<file path="src/hdl/jsu_pkg.sv">
// Shared types and constants for the JSON string unescaper.
package jsu_pkg;

   // Depth of the command queue between the byte decoder and the output sequencer
   localparam int QUEUE_DEPTH = 4;
   localparam int QUEUE_AW    = $clog2(QUEUE_DEPTH);

   // One input item: a raw byte of the string body
   typedef struct packed {
      logic [7:0] in_byte;
      logic       last_byte;
   } req_type;

   // One result item: a decoded byte or the end marker
   typedef struct packed {
      logic [7:0] out_byte;
      logic       empty_res;
      logic       end_of_string;
   } rsp_type;

   // What the main part of a command carries
   typedef enum logic [1:0] {
      BODY_NONE = 2'd0,
      BODY_RAW  = 2'd1,
      BODY_CODE = 2'd2
   } body_kind_type;

   // Work for the output sequencer, produced for one input byte
   typedef struct packed {
      logic                flush;      // emit the waiting high surrogate first
      logic [15:0]         high_surr;  // that surrogate
      body_kind_type       kind;
      logic [20:0]         code;       // code point for BODY_CODE
      logic [2:0][7:0]     raw;        // bytes for BODY_RAW, raw[0] first
      logic [1:0]          raw_n;
      logic                last;       // append the end marker
   } cmd_type;

endpackage

</file>
<file path="src/hdl/json_string_unescaper_unit.sv">
// Top level of the JSON string unescaper: decoder, command queue, output sequencer.
//
//   channel   direction  handshake            payload
//   input     in         push / full          req_data  (in_byte, last_byte)
//   result    out        pop / empty          rsp_data  (out_byte, empty_res, end_of_string)
//
// Cycles: one byte is taken per cycle while the command queue has room; the
// decoder resolves each byte in the cycle it is taken.
// Results: the sequencer sends one byte per cycle while the output register is free
// or popped; an item can expand into up to 7 results, with the end marker.
// A taken byte's command passes through the queue and then the output register.
// Reset: synchronous; clears the decoder control state, the queue and the output valid flag.
// Stalls: the four-entry queue lets input keep flowing while results wait on pop.
module json_string_unescaper_unit
   import jsu_pkg::*;
(
   input  logic    clock,
   input  logic    reset,
   input  logic    push,
   output logic    full,
   input  req_type req_data,
   output logic    empty,
   input  logic    pop,
   output rsp_type rsp_data
);

   logic    q_push;
   logic    q_full;
   logic    q_pop;
   logic    q_empty;
   cmd_type wr_cmd;
   cmd_type rd_cmd;
   logic    front_idle;

   jsu_front u_front (
      .clock      (clock),
      .reset      (reset),
      .push       (push),
      .full       (full),
      .req_data   (req_data),
      .q_push     (q_push),
      .q_cmd      (wr_cmd),
      .q_full     (q_full),
      .front_idle (front_idle)
   );

   jsu_queue u_queue (
      .clock  (clock),
      .reset  (reset),
      .push   (q_push),
      .wr_cmd (wr_cmd),
      .full   (q_full),
      .pop    (q_pop),
      .rd_cmd (rd_cmd),
      .empty  (q_empty)
   );

   jsu_back u_back (
      .clock     (clock),
      .reset     (reset),
      .q_empty   (q_empty),
      .q_cmd     (rd_cmd),
      .q_pop     (q_pop),
      .rsp_empty (empty),
      .rsp_pop   (pop),
      .rsp_data  (rsp_data)
   );

   // Decoder never writes a full queue
   assert property (@(posedge clock) disable iff (reset) q_push |-> !q_full)
      else $error("command written into a full queue");

   // Sequencer never retires a command from an empty queue
   assert property (@(posedge clock) disable iff (reset) q_pop |-> !q_empty)
      else $error("command retired from an empty queue");

   // The last byte of a body leaves the decoder at its start state
   assert property (@(posedge clock) disable iff (reset)
      (push && !full && req_data.last_byte) |=> front_idle)
      else $error("decoder not back at start after end of body");

   // The end marker carries no byte
   assert property (@(posedge clock) disable iff (reset)
      (!empty && rsp_data.end_of_string) |->
         (rsp_data.empty_res && (rsp_data.out_byte == 8'h00)))
      else $error("end marker carries data");

endmodule

</file>
<file path="src/hdl/jsu_front.sv">
// Byte decoder: escape and \u state machine that turns each byte into a command.
module jsu_front
   import jsu_pkg::*;
(
   input  logic    clock,
   input  logic    reset,
   input  logic    push,
   output logic    full,
   input  req_type req_data,
   output logic    q_push,
   output cmd_type q_cmd,
   input  logic    q_full,
   output logic    front_idle
);

   // Character codes
   localparam logic [7:0] CH_BACKSLASH = 8'h5C;
   localparam logic [7:0] CH_U         = 8'h75;
   localparam logic [7:0] CH_N         = 8'h6E;
   localparam logic [7:0] CH_T         = 8'h74;
   localparam logic [7:0] CH_R         = 8'h72;
   localparam logic [7:0] CH_B         = 8'h62;
   localparam logic [7:0] CH_F         = 8'h66;
   localparam logic [7:0] CH_LF        = 8'h0A;
   localparam logic [7:0] CH_TAB       = 8'h09;
   localparam logic [7:0] CH_CR        = 8'h0D;
   localparam logic [7:0] CH_BSPACE    = 8'h08;
   localparam logic [7:0] CH_FEED      = 8'h0C;
   localparam logic [7:0] CH_0         = 8'h30;
   localparam logic [7:0] CH_9         = 8'h39;
   localparam logic [7:0] CH_LA        = 8'h61;
   localparam logic [7:0] CH_LF_HEX    = 8'h66;
   localparam logic [7:0] CH_UA        = 8'h41;
   localparam logic [7:0] CH_UF        = 8'h46;

   // Surrogate ranges
   localparam logic [15:0] HI_MIN    = 16'hD800;
   localparam logic [15:0] HI_MAX    = 16'hDBFF;
   localparam logic [15:0] LO_MIN    = 16'hDC00;
   localparam logic [15:0] LO_MAX    = 16'hDFFF;
   localparam logic [5:0]  HI_PREFIX = 6'b110110;
   localparam logic [20:0] SUPP_BASE = 21'h10000;

   typedef enum logic [4:0] {
      PH_PLAIN   = 5'b00001,
      PH_ESC     = 5'b00010,
      PH_HEX     = 5'b00100,
      PH_PEND_BS = 5'b01000,
      PH_PEND_U  = 5'b10000
   } phase_type;

   typedef struct packed {
      logic [2:0][7:0] bytes;
      logic [1:0]      n;
   } raw_list_type;

   // Single-character escape; 'u' is handled by the caller
   function automatic logic [7:0] esc_map(input logic [7:0] ch);
      logic [7:0] res;
      unique case (ch)
         CH_N:    res = CH_LF;
         CH_T:    res = CH_TAB;
         CH_R:    res = CH_CR;
         CH_B:    res = CH_BSPACE;
         CH_F:    res = CH_FEED;
         default: res = ch;
      endcase
      return res;
   endfunction

   // {is_hex, value}
   function automatic logic [4:0] hex_digit(input logic [7:0] ch);
      logic [4:0] res;
      logic [7:0] diff;
      res = '0;
      diff = '0;
      if (ch >= CH_0 && ch <= CH_9) begin
         diff = ch - CH_0;
         res = {1'b1, diff[3:0]};
      end else if (ch >= CH_LA && ch <= CH_LF_HEX) begin
         diff = ch - CH_LA + 8'd10;
         res = {1'b1, diff[3:0]};
      end else if (ch >= CH_UA && ch <= CH_UF) begin
         diff = ch - CH_UA + 8'd10;
         res = {1'b1, diff[3:0]};
      end
      return res;
   endfunction

   // Value of the leading hex digits of a four-byte group
   function automatic logic [15:0] hex_value(input logic [3:0][7:0] chars);
      logic [15:0] v;
      logic        stop;
      logic [4:0]  hd;
      v = '0;
      stop = 1'b0;
      for (int k = 0; k < 4; k++) begin
         hd = hex_digit(chars[k]);
         if (!stop && hd[4]) begin
            v = {v[11:0], hd[3:0]};
         end else begin
            stop = 1'b1;
         end
      end
      return v;
   endfunction

   // Decode the bytes of a cut-short \u group again as body text
   function automatic raw_list_type replay_tail(input logic [2:0][7:0] tail,
                                                input logic [1:0] len);
      raw_list_type res;
      logic         in_esc;
      logic         in_hex;
      logic         is_last;
      logic [7:0]   ch;
      res = '0;
      in_esc = 1'b0;
      in_hex = 1'b0;
      is_last = 1'b0;
      ch = '0;
      for (int i = 0; i < 3; i++) begin
         if (2'(i) < len) begin
            ch = tail[i];
            is_last = (2'(i) == len - 2'd1);
            if (in_hex) begin
               // only a final byte can land here; a one-byte group comes back as itself
               res.bytes[res.n] = ch;
               res.n = res.n + 2'd1;
            end else if (in_esc) begin
               in_esc = 1'b0;
               if (ch == CH_U) begin
                  if (!is_last) begin
                     in_hex = 1'b1;
                  end
               end else begin
                  res.bytes[res.n] = esc_map(ch);
                  res.n = res.n + 2'd1;
               end
            end else if (ch == CH_BACKSLASH && !is_last) begin
               in_esc = 1'b1;
            end else begin
               res.bytes[res.n] = ch;
               res.n = res.n + 2'd1;
            end
         end
      end
      return res;
   endfunction

   phase_type   phase_ff, phase_in;
   logic [1:0]  hc_ff, hc_in;
   logic [9:0]  hs_ff, hs_in;
   logic        hp_ff, hp_in;
   logic [7:0]  hex_ff [3];
   logic        hex_we;

   logic         accept;
   logic [7:0]   ch;
   logic         last;
   logic         go_plain;
   logic         go_esc;
   logic [15:0]  cp;
   logic         cp_is_high;
   logic         cp_is_low;
   logic [2:0][7:0] tail;
   raw_list_type rep;
   cmd_type      cmd;

   assign accept     = push && !q_full;
   assign full       = q_full;
   assign ch         = req_data.in_byte;
   assign last       = req_data.last_byte;
   assign front_idle = (phase_ff == PH_PLAIN) && !hp_ff && (hc_ff == 2'd0);

   // Hex group and cut-short tail, both read at the current fill position
   always_comb begin
      cp = hex_value({ch, hex_ff[2], hex_ff[1], hex_ff[0]});
      cp_is_high = (cp >= HI_MIN) && (cp <= HI_MAX);
      cp_is_low  = (cp >= LO_MIN) && (cp <= LO_MAX);
      for (int j = 0; j < 3; j++) begin
         tail[j] = (2'(j) == hc_ff) ? ch : hex_ff[j];
      end
      rep = replay_tail(tail, hc_ff + 2'd1);
   end

   // Next state and command for the byte on the input
   always_comb begin
      phase_in = phase_ff;
      hc_in    = hc_ff;
      hs_in    = hs_ff;
      hp_in    = hp_ff;
      hex_we   = 1'b0;
      go_plain = 1'b0;
      go_esc   = 1'b0;
      cmd           = '0;
      cmd.high_surr = {HI_PREFIX, hs_ff};
      cmd.kind      = BODY_NONE;
      cmd.last      = last;

      unique case (phase_ff)
         PH_PEND_BS: begin
            if (ch == CH_BACKSLASH && !last) begin
               phase_in = PH_PEND_U;
            end else begin
               cmd.flush = hp_ff;
               hp_in     = 1'b0;
               go_plain  = 1'b1;
            end
         end
         PH_PEND_U: begin
            if (ch == CH_U && !last) begin
               phase_in = PH_HEX;
               hc_in    = 2'd0;
            end else begin
               cmd.flush = hp_ff;
               hp_in     = 1'b0;
               go_esc    = 1'b1;
            end
         end
         PH_ESC: begin
            go_esc = 1'b1;
         end
         PH_HEX: begin
            if (hc_ff == 2'd3) begin
               hc_in = 2'd0;
               if (hp_ff && cp_is_low) begin
                  // surrogate pair joins into one supplementary code point
                  cmd.kind = BODY_CODE;
                  cmd.code = SUPP_BASE + {1'b0, hs_ff, cp[9:0]};
                  hp_in    = 1'b0;
                  phase_in = PH_PLAIN;
               end else begin
                  cmd.flush = hp_ff;
                  hp_in     = 1'b0;
                  if (cp_is_high && !last) begin
                     hs_in    = cp[9:0];
                     hp_in    = 1'b1;
                     phase_in = PH_PEND_BS;
                  end else begin
                     cmd.kind = BODY_CODE;
                     cmd.code = {5'b0, cp};
                     phase_in = PH_PLAIN;
                  end
               end
            end else begin
               hex_we = 1'b1;
               hc_in  = hc_ff + 2'd1;
               if (last) begin
                  // body ended inside the group: drop \u, decode the rest as text
                  cmd.flush = hp_ff;
                  hp_in     = 1'b0;
                  cmd.kind  = BODY_RAW;
                  cmd.raw   = rep.bytes;
                  cmd.raw_n = rep.n;
                  hc_in     = 2'd0;
                  phase_in  = PH_PLAIN;
               end
            end
         end
         default: begin
            go_plain = 1'b1;
         end
      endcase

      // Byte after a backslash
      if (go_esc) begin
         phase_in = PH_PLAIN;
         if (ch == CH_U) begin
            if (!last) begin
               phase_in = PH_HEX;
               hc_in    = 2'd0;
            end
         end else begin
            cmd.kind  = BODY_RAW;
            cmd.raw   = {16'h0000, esc_map(ch)};
            cmd.raw_n = 2'd1;
         end
      end

      // Plain text; a trailing backslash is copied
      if (go_plain) begin
         if (ch == CH_BACKSLASH && !last) begin
            phase_in = PH_ESC;
         end else begin
            phase_in  = PH_PLAIN;
            cmd.kind  = BODY_RAW;
            cmd.raw   = {16'h0000, ch};
            cmd.raw_n = 2'd1;
         end
      end

      // End of body returns to the start state
      if (last) begin
         phase_in = PH_PLAIN;
         hc_in    = 2'd0;
         hp_in    = 1'b0;
         hs_in    = '0;
      end
   end

   assign q_cmd  = cmd;
   assign q_push = accept && (cmd.flush || (cmd.kind != BODY_NONE) || cmd.last);

   // Control state
   always_ff @(posedge clock) begin
      if (reset) begin
         phase_ff <= PH_PLAIN;
         hc_ff    <= 2'd0;
         hs_ff    <= '0;
         hp_ff    <= 1'b0;
      end else if (accept) begin
         phase_ff <= phase_in;
         hc_ff    <= hc_in;
         hs_ff    <= hs_in;
         hp_ff    <= hp_in;
      end
   end

   // Bytes of the current \u group
   always_ff @(posedge clock) begin
      if (accept && hex_we) begin
         hex_ff[hc_ff] <= ch;
      end
   end

endmodule

</file>
<file path="src/hdl/jsu_queue.sv">
// Short command queue between the byte decoder and the output sequencer.
module jsu_queue
   import jsu_pkg::*;
(
   input  logic    clock,
   input  logic    reset,
   input  logic    push,
   input  cmd_type wr_cmd,
   output logic    full,
   input  logic    pop,
   output cmd_type rd_cmd,
   output logic    empty
);

   cmd_type                slot_ff [QUEUE_DEPTH];
   logic [QUEUE_AW-1:0]    wr_ptr_ff, wr_ptr_in;
   logic [QUEUE_AW-1:0]    rd_ptr_ff, rd_ptr_in;
   logic [QUEUE_AW:0]      count_ff, count_in;

   assign full   = (count_ff == (QUEUE_AW+1)'(QUEUE_DEPTH));
   assign empty  = (count_ff == '0);
   assign rd_cmd = slot_ff[rd_ptr_ff];

   // Pointer wrap and fill level
   always_comb begin
      wr_ptr_in = wr_ptr_ff;
      rd_ptr_in = rd_ptr_ff;
      count_in  = count_ff;
      if (push) begin
         wr_ptr_in = (wr_ptr_ff == QUEUE_AW'(QUEUE_DEPTH - 1)) ? '0 : wr_ptr_ff + 1'b1;
      end
      if (pop) begin
         rd_ptr_in = (rd_ptr_ff == QUEUE_AW'(QUEUE_DEPTH - 1)) ? '0 : rd_ptr_ff + 1'b1;
      end
      if (push && !pop) begin
         count_in = count_ff + 1'b1;
      end else if (pop && !push) begin
         count_in = count_ff - 1'b1;
      end
   end

   always_ff @(posedge clock) begin
      if (reset) begin
         wr_ptr_ff <= '0;
         rd_ptr_ff <= '0;
         count_ff  <= '0;
      end else begin
         wr_ptr_ff <= wr_ptr_in;
         rd_ptr_ff <= rd_ptr_in;
         count_ff  <= count_in;
      end
   end

   // Storage
   always_ff @(posedge clock) begin
      if (push) begin
         slot_ff[wr_ptr_ff] <= wr_cmd;
      end
   end

endmodule

</file>
<file path="src/hdl/jsu_back.sv">
// Output sequencer: expands one command into UTF-8 bytes and the end marker.
module jsu_back
   import jsu_pkg::*;
(
   input  logic    clock,
   input  logic    reset,
   input  logic    q_empty,
   input  cmd_type q_cmd,
   output logic    q_pop,
   output logic    rsp_empty,
   input  logic    rsp_pop,
   output rsp_type rsp_data
);

   localparam logic [20:0] CP_LIMIT1 = 21'h80;
   localparam logic [20:0] CP_LIMIT2 = 21'h800;
   localparam logic [20:0] CP_LIMIT3 = 21'h10000;
   localparam logic [7:0]  LEAD2     = 8'hC0;
   localparam logic [7:0]  LEAD3     = 8'hE0;
   localparam logic [7:0]  LEAD4     = 8'hF0;
   localparam logic [7:0]  CONT      = 8'h80;

   typedef struct packed {
      logic [3:0][7:0] bytes;
      logic [2:0]      n;
   } utf8_type;

   function automatic utf8_type utf8_encode(input logic [20:0] cp);
      utf8_type res;
      res = '0;
      if (cp < CP_LIMIT1) begin
         res.bytes[0] = cp[7:0];
         res.n = 3'd1;
      end else if (cp < CP_LIMIT2) begin
         res.bytes[0] = LEAD2 | {3'b0, cp[10:6]};
         res.bytes[1] = CONT | {2'b0, cp[5:0]};
         res.n = 3'd2;
      end else if (cp < CP_LIMIT3) begin
         res.bytes[0] = LEAD3 | {4'b0, cp[15:12]};
         res.bytes[1] = CONT | {2'b0, cp[11:6]};
         res.bytes[2] = CONT | {2'b0, cp[5:0]};
         res.n = 3'd3;
      end else begin
         res.bytes[0] = LEAD4 | {5'b0, cp[20:18]};
         res.bytes[1] = CONT | {2'b0, cp[17:12]};
         res.bytes[2] = CONT | {2'b0, cp[11:6]};
         res.bytes[3] = CONT | {2'b0, cp[5:0]};
         res.n = 3'd4;
      end
      return res;
   endfunction

   logic [2:0]  idx_ff, idx_in;
   logic        rsp_valid_ff, rsp_valid_in;
   rsp_type     rsp_ff, rsp_in;

   utf8_type        fl_enc;
   utf8_type        code_enc;
   logic [3:0][7:0] body_bytes;
   logic [2:0]      fl_n;
   logic [2:0]      body_n;
   logic [3:0]      total;
   logic [3:0]      idx_w;
   logic [3:0]      off;
   logic [7:0]      unit_byte;
   logic            marker;
   logic            final_unit;
   logic            step;

   // Unit list of the head command: surrogate flush, body bytes, end marker
   always_comb begin
      fl_enc   = utf8_encode({5'b0, q_cmd.high_surr});
      fl_n     = q_cmd.flush ? fl_enc.n : 3'd0;
      code_enc = utf8_encode(q_cmd.code);
      unique case (q_cmd.kind)
         BODY_CODE: begin
            body_bytes = code_enc.bytes;
            body_n     = code_enc.n;
         end
         BODY_RAW: begin
            body_bytes = {8'h00, q_cmd.raw};
            body_n     = {1'b0, q_cmd.raw_n};
         end
         default: begin
            body_bytes = '0;
            body_n     = 3'd0;
         end
      endcase
      total = {1'b0, fl_n} + {1'b0, body_n};
      idx_w = {1'b0, idx_ff};
      off   = idx_w - {1'b0, fl_n};
      if (idx_w < {1'b0, fl_n}) begin
         unit_byte = fl_enc.bytes[idx_ff[1:0]];
      end else if (idx_w < total) begin
         unit_byte = body_bytes[off[1:0]];
      end else begin
         unit_byte = 8'h00;
      end
      marker     = (idx_w == total);
      final_unit = q_cmd.last ? marker : ((idx_w + 4'd1) == total);
   end

   // One unit per cycle while a command waits and the output register is free or drains
   always_comb begin
      step         = !q_empty && (!rsp_valid_ff || rsp_pop);
      idx_in       = idx_ff;
      rsp_in       = rsp_ff;
      rsp_valid_in = rsp_valid_ff;
      if (step) begin
         idx_in       = final_unit ? 3'd0 : idx_ff + 3'd1;
         rsp_in       = '{out_byte: unit_byte, empty_res: marker, end_of_string: marker};
         rsp_valid_in = 1'b1;
      end else if (rsp_pop) begin
         rsp_valid_in = 1'b0;
      end
   end

   assign q_pop     = step && final_unit;
   assign rsp_empty = !rsp_valid_ff;
   assign rsp_data  = rsp_ff;

   always_ff @(posedge clock) begin
      if (reset) begin
         idx_ff       <= 3'd0;
         rsp_valid_ff <= 1'b0;
      end else begin
         idx_ff       <= idx_in;
         rsp_valid_ff <= rsp_valid_in;
      end
   end

   // Result payload
   always_ff @(posedge clock) begin
      rsp_ff <= rsp_in;
   end

endmodule
</file>
<file path="config.mk">
export PLATFORM = sky130hd
export DESIGN_NAME = json_string_unescaper_unit
export DESIGN_NICKNAME = d
export VERILOG_FILES = /design/src/hdl/jsu_pkg.sv /design/src/hdl/json_string_unescaper_unit.sv /design/src/hdl/jsu_front.sv /design/src/hdl/jsu_queue.sv /design/src/hdl/jsu_back.sv
export SDC_FILE = /design/constraint.sdc
export NUM_CORES = 1
export LEC_CHECK = 0
export BUFFER_PORTS_ARGS = -buffer_cell sky130_fd_sc_hd__buf_4
export CAP_MARGIN = 15
export CORE_MARGIN = 2
export CORE_UTILIZATION = 38
export CTS_BUF_LIST = sky130_fd_sc_hd__clkbuf_8
export DETAILED_ROUTE_END_ITERATION = 10
export MAX_ROUTING_LAYER = met4
export SLEW_MARGIN = 20
export SYNTH_ARGS = -nofsm -noshare
export SYNTH_HDL_FRONTEND = slang
export SYNTH_SLANG_ARGS = --single-unit
</file>
<file path="constraint.sdc">
create_clock -name clock -period 10.9 [get_ports clock]
set_input_delay 1.09 -clock clock [delete_from_list [all_inputs] [get_ports clock]]
set_output_delay 1.09 -clock clock [all_outputs]
set_load 0.01 [all_outputs]
</file>
---- After elaboration in Yosys (flattened, before gate mapping) ----
Memory sizes are Yosys's and may differ from the RTL's. A register that Yosys moved wholly into a read port is not among the register bits.
Index checks and enable logic that the tools add are counted.
storage, ports and cells
  RAM bits ................................ 268
  memories ................................ 2
  bits in registers ....................... 38
  logic and storage cells ................. 347
memories
  name             words  bits a word  read ports  clocked after Yosys merged registers in  write ports  RTL line          text
  u_queue.slot_ff  4      61           1           1                                        1            jsu_queue.sv:15   cmd_type slot_ff [QUEUE_DEPTH];
  u_front.hex_ff   3      8            3           0                                        1            jsu_front.sv:154  logic [7:0] hex_ff [3];
cells by class
  reduce and logical (&&, ||, !) cells .... 62
  equal/unequal tests ..................... 45
  mux-type cells .......................... 150
  $lt $le $gt $ge ......................... 44
  add/sub/neg operators ................... 33
operator list
  kind                    number
  $mux W26                15
  $eq A8 B7 Y1 const B    22
  $mux W8                 19
  $pmux W8 S5             3
  $bwmux W24              4
  $mux W5                 19
  $mux W10                7
  $ge A8 B7 Y1 const B    8
  $le A8 B7 Y1 const B    8
  $pmux W32 S2            1
  $mux W49                1
  $mux W24                2
  $sub A4 B1 Y4 const B   12
  $mux W23                2
  $mux W1                 35
  $logic_and A1 B1 Y1     33
  $add A4 B4 Y4 const B   8
  $bmux W8 S2             2
  $demux W8 S2            2
  $ge A16 B16 Y1 const B  2
  $ge A8 B6 Y1 const B    4
  $le A16 B16 Y1 const B  2
  $le A8 B6 Y1 const B    4
  $mux W16                2
  57 further kinds        117

---- Depth between registers and ports, before layout ----
Gate-level depths: netlist of run 1.
  word-level depth ........................ 39
  depth in mapped cells ................... 26

---- Hierarchy ----
From an unflattened synthesis of run 1, not the netlist that was laid out.
second synthesis, totals
  cell total of the unflattened synthesis .. 1383
  area, all modules ....................... 17610.6 µm²
modules (own cells, without submodules)
  module     seq. area each (µm²)  times used  cells each  area an instance (µm²)
  jsu_queue  8227.9                1           394         10142.2
  jsu_front  1081.0                1           700         5306.3
  jsu_back   350.3                 1           289         2162.1

---- Worst setup path after synthesis of run 1 ----
No wires, ideal clock.
  kind .................................... register -> register
  start ................................... register (tool-made name)
  end ..................................... register u_queue.count_ff[2]
  data required time ...................... 10.829 ns
  path slack .............................. 4.909 ns
  data arrival time ....................... 5.920 ns
  setup time .............................. 0.071 ns
  stages on the path, launching flop included .. 26
  cell sequence ........................... dfxtp_1 buf_6 buf_6 buf_2 buf_2 buf_2 buf_2 mux4_2 inv_1 ha_1 clkbuf_1 o211ai_1 a21oi_1 ha_1 fa_1 inv_1 ha_1 and4_4 a32o_2 nand2_4 ha_1 inv_1 fa_1 xor2_1 or3_1 a21oi_1
RTL lines
  what                  RTL line         text
  to (signal assigned)  jsu_queue.sv:50  count_ff <= count_in;
  to (decl)             jsu_queue.sv:18  logic [QUEUE_AW:0] count_ff, count_in;

==> results of run 1 <==
[metrics by stage]
| step | power (W) | instances |
|---|---|---|
| after floorplan | 0.00227 | 1236 |
| after global placement | 0.00261 | 1752 |
| after detailed placement | 0.00260 | 1752 |
| after CTS | 0.00364 | 1842 |
| after global routing | 0.00379 | 1842 |
| final | 0.00361 | 1842 |
[power by group]
group	switching [W]	internal, W	total [W]
Combinational	0.000631	0.000440	0.00107
Sequential	0.0000718	0.00143	0.00150
Clock	0.000454	0.000577	0.00103
Total	0.00116	0.00245	0.00361
[worst paths after layout]
path | end | cells past startpoint
worst min-delay path | u_back.rsp_valid_ff | 2
worst min register to register | u_back.rsp_valid_ff | 2
worst max register to register | u_queue.count_ff[2] | 20
worst max-delay path | u_queue.count_ff[2] | 20
[cell usage after synthesis (20+ instances only)]
cell type and number:
a21oi_1 76, and2_1 20, clkbuf_1 32, dfxtp_1 31
edfxtp_1 277, ha_1 45, inv_1 37, mux2_2 22
mux2i_1 36, mux4_2 58, nand2_1 88, nand3_1 30
nor2_1 86, nor3_1 25, o21ai_0 52
[final cells by class]
cell class	instances	area, um^2
sequential	308	8940
multi-input combinational	831	6620
clock inverter	36	302
inverter	40	150
tap	539	674
fill	3903	24000
timing repair buffer	34	255
clock buffer	54	743
[sequential cells by signal (all words and copies together), names as in the netlist, named ones only]
name and flops:
u_queue.slot_ff 244, u_front.hex_ff 24, u_front.hs_ff 10, u_back.rsp_data 9, u_front.phase_ff 5, u_back.idx_ff 3, u_queue.count_ff 3, u_front.hc_ff 2
u_queue.rd_ptr_ff 2, u_queue.wr_ptr_ff 2, u_back.rsp_valid_ff 1, u_front.hp_ff 1
[worst max-delay path, cell delays in order (launching register included)]
cell and delay [ns]:
dfxtp_4 0.73, buf_4 0.65, mux4_1 0.73, nor4_2 0.68, nand3_1 0.30, o21ai_4 0.25, nor2_1 0.06, a21oi_1 0.13
nor2_1 0.09, fa_1 0.45, xor2_1 0.18, ha_1 0.33, and4_4 0.18, a32o_2 0.28, nand2_4 0.11, ha_1 0.20
inv_1 0.07, fa_1 0.43, xor2_1 0.18, or3_1 0.31, a21oi_1 0.14
[per-layer routing]
layer	vias up	routed length (um)	GRT usage
li1	4895	-	-
met1	5325	18800	0.266
met2	336	19100	0.298
met3	72	2270	0.0314
met4	0	1240	0.0660
met5	-	0	-
[cell families (layout without fill, tap and decap cells)]
family / Yosys count / in the layout / synth area share
multiplexers: 119 / 119 / 0.124
AND/OR/NAND/NOR: 363 / 363 / 0.119
adder cells (fa/ha/maj): 47 / 47 / 0.0378
AO/OA/AOI/OAI: 282 / 282 / 0.122
XOR/XNOR: 20 / 20 / 0.0110
flip-flops: 308 / 308 / 0.560
buffers and inverters: 97 / 164 / 0.0259
==> summary.txt, run 1 <==
Layout
  – Layout cell share with drive strength beyond 1: 0.168
  – Post-layout nets: 1,325
  – Top library cells by usage in the layout, fill and taps aside: 277 x edfxtp_1, 88 x nand2_1, 86 x nor2_1
  – Number of antenna cells inserted: 0
  – Final Core Density: 0.424
  – Area added between synthesis and finish: 10.8%
  – Fin area: 17,700 um^2
  – Most frequent standard cell in the layout excluding fill and tap cells: edfxtp_1

Placement
  – Count of buffers from port buffering: 24
  – Pre-CTS worst setup slack: 4.28 ns
  – Final HPWL DP: 28,700 um
  – Final weighted congestion in routability-driven placement: 0.960
  – Cell Area, Placed: 16,600 um^2

Routing
  – Antenna Violating Nets Remaining: 0
  – Aggregate routed wire length: 41,400 um
  – Ratio of routed vias to standard cells: 5.77
  – Wirelength per Cell: 22.5 um
  – First drt pass iteration count: 5
  – Number of violations reported at the end of detailed-routing iteration 0: 840
  – Detailed-route DRC error count: 0
  – Via Count: 10,628

Timing
  – Setup Viol. Count Final: 0
  – Number of failing hold endpoints at the final stage: 0
  – Unrepaired setup endpoints after global routing: false
  – Max transition margin: 0.243
  – Clock Skew: 0.0337 ns
  – Final worst-path setup slack: 4.32 ns
  – Actual slew at the worst max-slew pin: 1.13 ns
  – Max-slew violation count: 0
  – Fin crit share: 0.604
  – Max Fclk: 0.152 GHz
  – Final total negative setup slack: 0 ns
  – Min Clock Period, post-route: 6.58 ns
  – Final worst hold slack: 0.473 ns

Yosys
  – Sequential element share of the synthesized area: 0.560
  – Cell types with the largest area share after synthesis: edfxtp_1 52%, mux4_2 8.2%, dfxtp_1 3.9%
  – Synth Warn #: 0
  – Number of nets in the synthesized netlist: 1,296
  – Synth Flop Type: edfxtp_1
  – Netlist area before placement: 16,000 um^2
  – Dominant cell type by area after synthesis: edfxtp_1
  – Number of synthesized flops with an enable pin: 277
  – Gate count after technology mapping: 1,236
  – FFs w/ async S/R, synth: 0
  – Seq cells post-synth: 308
  – Avg Synthesized Cell Area: 12.9 um^2
  – Yosys top cell area share: 0.521
  – Count of different cell masters after synthesis: 94

Clocking
  – Number of post-CTS setup repair buffers: 0
  – Clock sinks: 308
  – Clock Latency Late Sink: 0.61 ns
  – Number of hold buffers added after CTS: 0
  – Clock Pin Slew Worst Setup and Hold Paths: 0.06 ns
  – Cells resized by post-CTS repair: 0
  – CTS tree: done
  – H-tree Lvls: 2
  – Cts bufs inserted: 50
  – Clock root buffer master: clkbuf_8
  – Number of buffers between clock root and the deepest sink: 3

Floorplan
  – Vertical die dimension: 209 um
  – Initial core utilization: 0.383
  – Die X: 209 um
  – Rows: 75
  – Core area: 41,700 um^2
  – Die outline area: 43,700 um^2
  – I/O pin count: 25

Hold path
  – Hold Crit Start: u_back.rsp_valid_ff
  – Kind of path behind the tightest hold check: reg2reg

Global routing
  – Total Routing Usage GR: 0.195
  – Initial antenna violation count: 1
  – Vias in the first global route: 10,390
  – Pin count of the biggest net entering global routing: 62
  – Global-route wire length before repair: 63,300 um
  – Remaining global-route overflow: 0

Pwr
  – Power density over the cells: 204 nW/um^2
  – Largest vdd supply drop: 0.000119 V
  – Lkg Pwr: 5.94 nW

Run status
  – Run status: finished, final reports clean

Run
  – Maximum capacitance violations: 0

Critical path
  – Max Fanout on Critical Path: 33
  – Setup Crit Path Kind: reg2reg
  – Critical Path Source Type: register
  – Required @ worst endpoint: 11.44 ns
  – Reg2Reg Setup Slack: 4.32 ns
  – Sort of element at the end of the critical path: register
  – Arrival time at the worst endpoint: 7.12 ns
Power figures use the tool's default switching activity.
==> run 2: changes to the inputs <==
--- a/config.mk
+++ b/config.mk
@@ -5,6 +5,7 @@
 export SDC_FILE = /design/constraint.sdc
 export NUM_CORES = 1
 export LEC_CHECK = 0
+export ABC_AREA = 1
 export BUFFER_PORTS_ARGS = -buffer_cell sky130_fd_sc_hd__buf_4
 export CAP_MARGIN = 15
 export CORE_MARGIN = 2
==> constraint.sdc (replaced) <==
create_clock -name clock -period 6.6 [get_ports clock]
set_input_delay 0.66 -clock clock [delete_from_list [all_inputs] [get_ports clock]]
set_output_delay 0.66 -clock clock [all_outputs]
set_load 0.01 [all_outputs]
==> run 2 against run 1 <==
  * Combinational power rose to 2.6 times the previous value
  * Final area grew 3.4%
  * Clock power rose by 55%
  * Largest power group is now combinational logic
  * Sequential share of layout area down 1.7 points
  * Clock-buffer cell count increased by 2
  * Flip-flop and latch count is the same
  * Cell count up 34%
  * Global-route usage is 1.6 points higher
  * Critical path depth is 5 higher
  * Clock skew rose by 0.0095 ns
  * Utilization about the same
==> summary.txt, run 2 <==
Yosys
  – Fraction of the mapped netlist area in adder cells: 0.0364
  – Simple-gate area share of the yosys netlist: 0.215
  – Synth Flop Type: edfxtp_1
  – Avg Synthesized Cell Area: 9.09 um^2
  – Dominant combinational cell family by area after synthesis: simple AND/OR/NAND/NOR gates
  – Seq cells post-synth: 308
  – FFs w/ async S/R, synth: 0
  – Cell types with the largest area share after synthesis: edfxtp_1 50%, nand2_1 9.0%, o21ai_0 4.4%
  – Synth Warn #: 0
  – Number of nets in the synthesized netlist: 1,883
  – Netlist area before placement: 16,600 um^2
  – Most frequent cell after synthesis: nand2_1
  – Yosys top cell area share: 0.502
  – Sequential element share of the synthesized area: 0.539
  – Number of synthesized flops with an enable pin: 277
  – Xor/xnor cell area share of the yosys netlist: 0.00612
  – Most frequent cells after synthesis: 397 x nand2_1, 277 x edfxtp_1, 193 x nor2_1
  – Count of different cell masters after synthesis: 63
  – Dominant cell type by area after synthesis: edfxtp_1
  – Portion of netlist area occupied by mux cells: 0
  – Gate count after technology mapping: 1,823
  – Complex-gate fraction of the synthesized area: 0.141

Routing
  – Detailed-route DRC error count: 0
  – Number of violations reported at the end of detailed-routing iteration 0: 1,127
  – Wirelength per Cell: 18.7 um
  – Antenna Violating Nets Remaining: 0
  – First drt pass iteration count: 5
  – Aggregate routed wire length: 46,300 um
  – Via Count: 13,164
  – Ratio of routed vias to standard cells: 5.32

Critical path
  – Setup Crit Path Kind: reg2reg
  – Sort of element at the end of the critical path: register
  – Critical Path Most Common Cell: nand2_1
  – Critical Path Source Type: register
  – Crit path largest cell delay: 0.57 ns
  – Required @ worst endpoint: 7.10 ns
  – Kind of cell with the highest combined delay on the critical path: adder cells
  – Max Fanout on Critical Path: 70
  – Worst path slowest cell: buf_4
  – Buffers and inverters on the worst path: 6
  – Arrival time at the worst endpoint: 5.97 ns

Global routing
  – Total Routing Usage GR: 0.211
  – Vias in the first global route: 12,534
  – Initial antenna violation count: 0
  – Pin count of the biggest net entering global routing: 71
  – Global-route wire length before repair: 71,000 um
  – Remaining global-route overflow: 0

Floorplan
  – I/O pin count: 25
  – Initial core utilization: 0.385
  – Vertical die dimension: 213 um
  – Die X: 213 um
  – Die outline area: 45,300 um^2
  – Core area: 43,100 um^2
  – Rows: 76

Timing
  – Fin crit share: 0.829
  – Max-slew violation count: 0
  – Min Clock Period, post-route: 5.47 ns
  – Final worst hold slack: 0.308 ns
  – Number of failing hold endpoints at the final stage: 0
  – Setup Viol. Count Final: 0
  – Final total negative setup slack: 0 ns
  – Actual slew at the worst max-slew pin: 0.995 ns
  – Unrepaired setup endpoints after global routing: false
  – Clock Skew: 0.0431 ns
  – Max transition margin: 0.330
  – Max Fclk: 0.183 GHz

Layout
  – Registers with the highest flip-flop counts: u_queue.slot_ff: 244 flops, u_front.hex_ff: 24 flops, u_front.hs_ff: 10 flops
  – Number of inserted filler cells in the final layout: 4,177
  – Top library cells by usage in the layout, fill and taps aside: 397 x nand2_1, 277 x edfxtp_1, 189 x nor2_1
  – Most frequent standard cell in the layout excluding fill and tap cells: nand2_1
  – Layout cell share with drive strength beyond 1: 0.113
  – Post-layout nets: 1,907
  – Most flops, register: u_queue.slot_ff
  – Area added between synthesis and finish: 10.4%
  – Number of antenna cells inserted: 0
  – Final Core Density: 0.424
  – Max reg flops: 244

Clocking
  – CTS tree: done
  – Cts bufs inserted: 50
  – Clock root buffer master: clkbuf_8
  – Number of hold buffers added after CTS: 0
  – Number of post-CTS setup repair buffers: 0
  – Cells resized by post-CTS repair: 0
  – Clock sinks: 308
  – H-tree Lvls: 2
  – Clock Pin Slew Worst Setup and Hold Paths: 0.06 ns
  – Clock Latency Late Sink: 0.64 ns
  – Number of buffers between clock root and the deepest sink: 3

Hold path
  – Kind of path behind the tightest hold check: in2reg

Pwr
  – Power density over the cells: 373 nW/um^2
  – Power consumption: 0.00682 W
  – Lkg Pwr: 7.05 nW
  – Largest vdd supply drop: 0.000214 V

Placement
  – Final HPWL DP: 32,500 um
  – Count of buffers from port buffering: 24
  – Final weighted congestion in routability-driven placement: 0.965

Run
  – Maximum capacitance violations: 0

Run status
  – Run status: finished, final reports clean
==> run 2: changes by cell type in the layout (fill, tap and decap cells not counted), moves of 58 or more <==
cell and change:
mux4_2 -58, o21ai_0 +95, inv_1 +135, nor2_1 +103
nand3_1 +71, nand2_1 +309
==> run 2: area by class of cell <==
type	instances	area, um^2	area share
multi-input combinational	1256	6620	0.362
tap	585	732	0.0400
sequential	308	8940	0.489
clock inverter	37	204	0.0112
clock buffer	56	771	0.0422
inverter	193	726	0.0397
timing repair buffer	38	285	0.0156
==> run 2: final timing paths <==
check                       from                   end  slack [ns]  cells past startpoint
max                     register   u_queue.count_ff[2]        1.13                     25
min                  req_data[8]  u_front.hex_ff[2][7]        0.31                      1
max reg2reg             register   u_queue.count_ff[2]        1.13                     25
min reg2reg  u_front.phase_ff[2]   u_front.phase_ff[2]        0.52                      2
==> run 2: metal layers <==
metal | vias to the layer above | part of all wire | GRT usage
met4 | 0 | 0.027 | 0.0687
met1 | 6328 | 0.46 | 0.285
met5 | - | 0 | -
li1 | 6361 | - | -
met2 | 394 | 0.46 | 0.332
met3 | 81 | 0.056 | 0.0269
==> run 2: power breakdown <==
| group | internal, W | switching [W] |
|---|---|---|
| clock | 0.000824 | 0.000778 |
| combinational | 0.000827 | 0.00191 |
| sequential | 0.00238 | 0.000104 |
| total | 0.00403 | 0.00279 |
==> run 2: cell families (layout without fill, tap and decap cells) <==
| family | after synthesis | after routing |
|---|---|---|
| buf+inv | 259 | 324 |
| xor+xnor | 10 | 10 |
| fa+ha+maj | 47 | 47 |
| simple gates | 804 | 804 |
| compound gates | 395 | 395 |
| flops | 308 | 308 |
==> run 2: metrics by stage <==
stage / cells / instance area [um^2] / setup WS (ns)
2_1_floorplan: 1823 / 16600 / 1.33
3_3_place_gp: 2380 / 17300 / 1.39
3_5_place_dp: 2380 / 17300 / 1.22
4_1_cts: 2473 / 18300 / 1.17
5_1_grt: 2473 / 18300 / 0.722
6_report: 2473 / 18300 / 1.13
